## src/rtl/qn_pkg.sv

```systemverilog
// ----------------------------------------------------------------------------
// qn_pkg: shared constants for the quaternion normalizer
// Default component and fraction widths and the derived data widths.
// ----------------------------------------------------------------------------
package qn_pkg;
  localparam int unsigned QnInWidth    = 16;
  localparam int unsigned QnOutFracBits = 14;

  // Bytes-rounded width of a packed group of four fields
  function automatic int unsigned qn_pad4(input int unsigned fw);
    return ((4 * fw + 7) / 8) * 8;
  endfunction
endpackage

```

## src/rtl/qn_prep.sv

```systemverilog
// ----------------------------------------------------------------------------
// qn_prep: front stages of the normalizer
// Stage 1 takes magnitudes and squares, stage 2 sums them and seeds the
// residual and slope terms of the rounding search.
// ----------------------------------------------------------------------------
module qn_prep
  import qn_pkg::*;
#(
  parameter int unsigned IN_WIDTH      = QnInWidth,
  parameter int unsigned OUT_FRAC_BITS = QnOutFracBits,
  localparam int unsigned SW = 2 * IN_WIDTH + 1,
  localparam int unsigned RW = 2 * IN_WIDTH + 2 * OUT_FRAC_BITS + 6
) (
  input  logic                       clk_i,
  input  logic                       rst_ni,
  input  logic                       en_i,
  input  logic                       vld_i,
  input  logic signed [IN_WIDTH-1:0] comp_i [4],
  output logic                       vld_o,
  output logic        [SW-1:0]       sum_o,
  output logic signed [RW-1:0]       res_o [4],
  output logic signed [RW-1:0]       slp_o [4],
  output logic                       neg_o [4],
  output logic                       zero_o
);
  logic                      vld1_q;
  logic [2*IN_WIDTH-1:0]     sq_q  [4];
  logic                      neg1_q [4];
  logic                      vld2_q;
  logic [SW-1:0]             sum_q;
  logic signed [RW-1:0]      res_q [4];
  logic signed [RW-1:0]      slp_q [4];
  logic                      neg2_q [4];
  logic [IN_WIDTH-1:0]       mag   [4];
  logic [SW-1:0]             sum_d;
  logic signed [RW-1:0]      sum_ext;

  // magnitudes (most negative value fits unsigned)
  always_comb begin
    for (int i = 0; i < 4; i++) begin
      mag[i] = comp_i[i][IN_WIDTH-1] ? IN_WIDTH'(-comp_i[i]) : comp_i[i];
    end
  end

  assign sum_d = SW'(sq_q[0]) + SW'(sq_q[1]) + SW'(sq_q[2]) + SW'(sq_q[3]);
  assign sum_ext = signed'(RW'(sum_d));

  // valid bits
  always_ff @(posedge clk_i or negedge rst_ni) begin
    if (!rst_ni) begin
      vld1_q <= 1'b0;
      vld2_q <= 1'b0;
    end else if (en_i) begin
      vld1_q <= vld_i;
      vld2_q <= vld1_q;
    end
  end

  // payload: squares, then sum and search seeds
  always_ff @(posedge clk_i) begin
    if (en_i) begin
      for (int i = 0; i < 4; i++) begin
        sq_q[i]   <= mag[i] * mag[i];
        neg1_q[i] <= comp_i[i][IN_WIDTH-1];
        // residual = a^2 * 2^(2F+2) - S, slope = -S
        res_q[i]  <= (signed'(RW'(sq_q[i])) <<< (2 * OUT_FRAC_BITS + 2)) - sum_ext;
        slp_q[i]  <= -sum_ext;
        neg2_q[i] <= neg1_q[i];
      end
      sum_q <= sum_d;
    end
  end

  assign vld_o  = vld2_q;
  assign sum_o  = sum_q;
  assign res_o  = res_q;
  assign slp_o  = slp_q;
  assign neg_o  = neg2_q;
  assign zero_o = (sum_q == '0);
endmodule

```

## config.mk

```make
export PLATFORM = sky130hd
export DESIGN_NAME = qn_prep
export DESIGN_NICKNAME = d
export VERILOG_FILES = /design/src/rtl/qn_pkg.sv /design/src/rtl/qn_prep.sv
export SDC_FILE = /design/constraint.sdc
export NUM_CORES = 2
export LEC_CHECK = 0
export BUFFER_PORTS_ARGS = -buffer_cell sky130_fd_sc_hd__buf_4
export CORE_MARGIN = 2
export CORE_UTILIZATION = 25
export DETAILED_ROUTE_END_ITERATION = 10
export PLACE_DENSITY_LB_ADDON = 0.2
export SETUP_SLACK_MARGIN = 0.5
export SLEW_MARGIN = 20
export SYNTH_ARGS = -nofsm -noshare
export SYNTH_HDL_FRONTEND = slang
export SYNTH_SLANG_ARGS = --single-unit
```

## constraint.sdc

```tcl
create_clock -name clk_i -period 10.6 [get_ports clk_i]
set_input_delay 1.59 -clock clk_i [delete_from_list [all_inputs] [get_ports clk_i]]
set_output_delay 1.59 -clock clk_i [all_outputs]
set_load 0.02 [all_outputs]
```

==> run summary <==
Clock-pin slew was measured on the worst setup and hold paths at 60 ps. The half-perimeter wire length of the detailed placement result came out at 144300 µm. Counting flops with a built-in enable in the synthesized netlist gives 361.

For the number of different library cells in the post-synthesis netlist, the log shows 84. Relative to the synthesized area, the layout overhead comes to 15.85%. The H-tree depth is 2. For this run, the leading register cell type out of synthesis is sky130_fd_sc_hd__edfxtp_1. The height of the chip was 448.5 µm; the number of hold-slack violations in the final timing report was 0. The number of buffer and inverter instances along the worst setup path was 9. The clock latency on the worst-skew pair was 650 ps. Path category of the worst min-delay check: flop to flop. The worst register-to-register path has a depth of 28. The starting density of the core was 0.2510; the synthesized netlist cell count was 4978. The first global-routing pass estimated 248600 µm of wire.

635 I/O pins were placed. The final count of negative-setup-slack endpoints is 0, and the accumulated negative setup slack is 0 ps. The highest-delay cell along the critical path was sky130_fd_sc_hd__or4_1. For the multi-input combinational cell area, the log shows 32080 µm². The worst path required time came out at 10970 ps. For the residual antenna-violating net count after detailed routing, the log shows 0. The relative slew slack was 0.2351. The worst setup path is launched from a primary input. The tools report the worst hold path endpoint as neg_o[0]. The setup check on the worst reg-to-reg path leaves a slack of 2440 ps.

The data arrival time of the worst path came out at 9610 ps. The flow ran to the end, and the final reports show no timing, DRC or antenna violations. TritonCTS built the clock tree.

During synthesis, Yosys emitted a total of 0 warnings. The logs give 163 for the cell row count and 0 for the number of gates resized after cts. The fraction of layout cells with a size suffix above 1 was 0.1615; the total iterations of the first detailed-routing run was 5. The synthesized area per cell was 9.923 µm².

In the final design database the tool counted 6613 nets. For the pin with the worst max-slew slack, the measured transition is 1147 ps. In the routed layout, each cell is associated on average with a via count of 4.356.

The layout has 20753 filler cells. The cell area after synthesis is 49400 µm². The die covers 201200 µm². Along the worst path, the maximum fanout reaches 7.

The critical path in this run is classified as primary input to flop. Buffers inserted during clock tree synthesis total 46. The worst slack at placement was 651.5 ps; the count of hold-fix buffers inserted at cts was 0. In this run the horizontal extent of the chip is 448.5 µm. The logs give 0.2205 for the sequential cell area fraction in the yosys report and 10890 µm² for the area occupied by registers. The total number of vias came out at 35157. The tools report the via count of the first global-routing pass as 37528.

After detailed routing, the average wire length per cell comes to 20.73 µm. In the layout the commonest cells are sky130_fd_sc_hd__inv_1 (977), sky130_fd_sc_hd__buf_4 (742), sky130_fd_sc_hd__fa_1 (718), sky130_fd_sc_hd__ha_1 (435), sky130_fd_sc_hd__nand2_1 (375). CTS saw 363 sinks. The worst register-to-register path ends at res_o[61]. Clock tree synthesis selected as its root buffer the cell sky130_fd_sc_hd__clkbuf_16. After synthesis the netlist holds a flip-flop and latch count of 363. The number of buffers inserted to repair setup after CTS was 0; the fraction of registers with async set/reset was 0.005510.

The worst path needs 9244 ps of the cycle, external delays included. The worst setup path is captured at a flop. The worst hold path passes through 0 cells. Input and output buffers added on the ports amount to 634. Setup repair after global routing left no endpoint under its margin. The final worst-path cycle share is 0.8721.

For this block, the routed nets add up to 167300 µm of wire. The cell family contributing the most delay on the critical path is adder cells. For this run, the top clock speed supported by timing is 108.2 MHz. The run gives 1752 as the initial DRC count. Counting along the longest clock path gives a buffer depth of 3.

After layout, the worst setup slack is 1356 ps. Maximum cell stage delay along the critical path: 570 ps. The worst hold path startpoint was neg1_q[3]. The overall fraction of global-route tracks in use is 0.1654.

Global routing finished with a remaining overflow of 0. Final-report max-slew violation count: 0. The clock arrives with 43.47 ps of skew. The count of maximum capacitance violations was 0; the remaining routing DRC violations was 0. The initial antenna violation count is 6. The worst register-to-register path begins at sq_q[0][2]. Placeable core region: 196800 µm². The most common cell after layout, fill and taps aside was sky130_fd_sc_hd__inv_1. The pin count of the biggest net entering global routing is 148. The congestion estimate from routability-driven global placement came to 0.9049.
state kept, by name, summed over array words and instances, names as in the netlist:
signal,count
sq_q,124
neg1_q,4
neg_o,4
sum_o,33
slp_o,35
vld_o,1
vld1_q,1
res_o,161
cell type report:
type,instances,area share
Timing Repair Buffer,744,0.09795
Clock buffer,52,0.02051
Multi-Input combinational cell,3232,0.5607
Inverter,1005,0.06592
Tap cell,2640,0.05772
Clock inverter,33,0.006844
Sequential cell,363,0.1903
Antenna cell,2,0.00008746
metrics by stage:
stage               instance area [µm²]  std cells  hold WS [ps]  utilization
floorplan                         49570       5023         400.3            -
global placement                  55650       7984         404.4       0.2828
detailed placement                55650       7984         406.1       0.2828
CTS                               57220       8069         418.3       0.2907
global route                      57220       8069         432.2       0.2907
finish                            57220       8071         416.2       0.2908
Yosys cell counts, types with 22 or more instances:
cell	number	share of area
sky130_fd_sc_hd__clkbuf_1	80	0.0061
sky130_fd_sc_hd__o21ai_0	84	0.0085
sky130_fd_sc_hd__nand3_1	43	0.0044
sky130_fd_sc_hd__inv_1	977	0.074
sky130_fd_sc_hd__and3_1	23	0.0029
sky130_fd_sc_hd__clkinv_1	27	0.0021
sky130_fd_sc_hd__nand2_1	375	0.028
sky130_fd_sc_hd__edfxtp_1	361	0.22
sky130_fd_sc_hd__or3_1	42	0.0053
sky130_fd_sc_hd__xnor2_1	227	0.040
sky130_fd_sc_hd__nand2b_1	33	0.0042
sky130_fd_sc_hd__ha_1	435	0.11
sky130_fd_sc_hd__o21bai_1	22	0.0033
sky130_fd_sc_hd__o21a_1	30	0.0046
sky130_fd_sc_hd__fa_1	718	0.29
sky130_fd_sc_hd__a21o_1	59	0.0090
sky130_fd_sc_hd__a21oi_1	112	0.011
sky130_fd_sc_hd__nor2_1	370	0.028
sky130_fd_sc_hd__nand4_1	42	0.0053
sky130_fd_sc_hd__buf_4	333	0.051
sky130_fd_sc_hd__nor3_1	86	0.0087
sky130_fd_sc_hd__o31ai_1	22	0.0033
sky130_fd_sc_hd__xor2_1	137	0.024
sky130_fd_sc_hd__nor4_1	58	0.0073
kinds of logic (layout without fill, tap and decap cells):
kind of cell	count (synthesis)	in the layout	share of synthesized area
AO/OA/AOI/OAI	471	471	0.06348
buffers and inverters	1428	1834	0.1342
XOR/XNOR	364	364	0.06454
adder cells (fa/ha/maj)	1153	1153	0.4012
AND/OR/NAND/NOR	1190	1190	0.1144
other	2	49	0.0001520
multiplexers	7	7	0.001570
flip-flops	363	363	0.2205
metal layers:
layer  global-route usage  vias to the layer above  wire, µm
li1                     -                    16447         -
met1               0.1895                    17608     65200
met2               0.3033                      905     86490
met3              0.01753                      197      5995
met4              0.08224                        0      9595
met5                    0                        -         0
worst max path at each step:
| stage | slack (ps) | to | startpoint | cells after the start |
|---|---|---|---|---|
| 5_1_grt | 890 | sq_q[0][31] | comp_i[51] | 34 |
| 6_report | 1360 | sq_q[2][31] | comp_i[17] | 33 |
| 3_5_place_dp | 650 | sq_q[2][31] | comp_i[17] | 28 |
| 2_1_floorplan | 950 | sq_q[0][31] | comp_i[51] | 30 |
| 4_1_cts | 1290 | sq_q[2][31] | comp_i[17] | 28 |
| 3_3_place_gp | 750 | sq_q[2][31] | comp_i[17] | 33 |
Power is not shown: default switching activity piles up to over one toggle a cycle in this logic, so the estimate is an artifact.
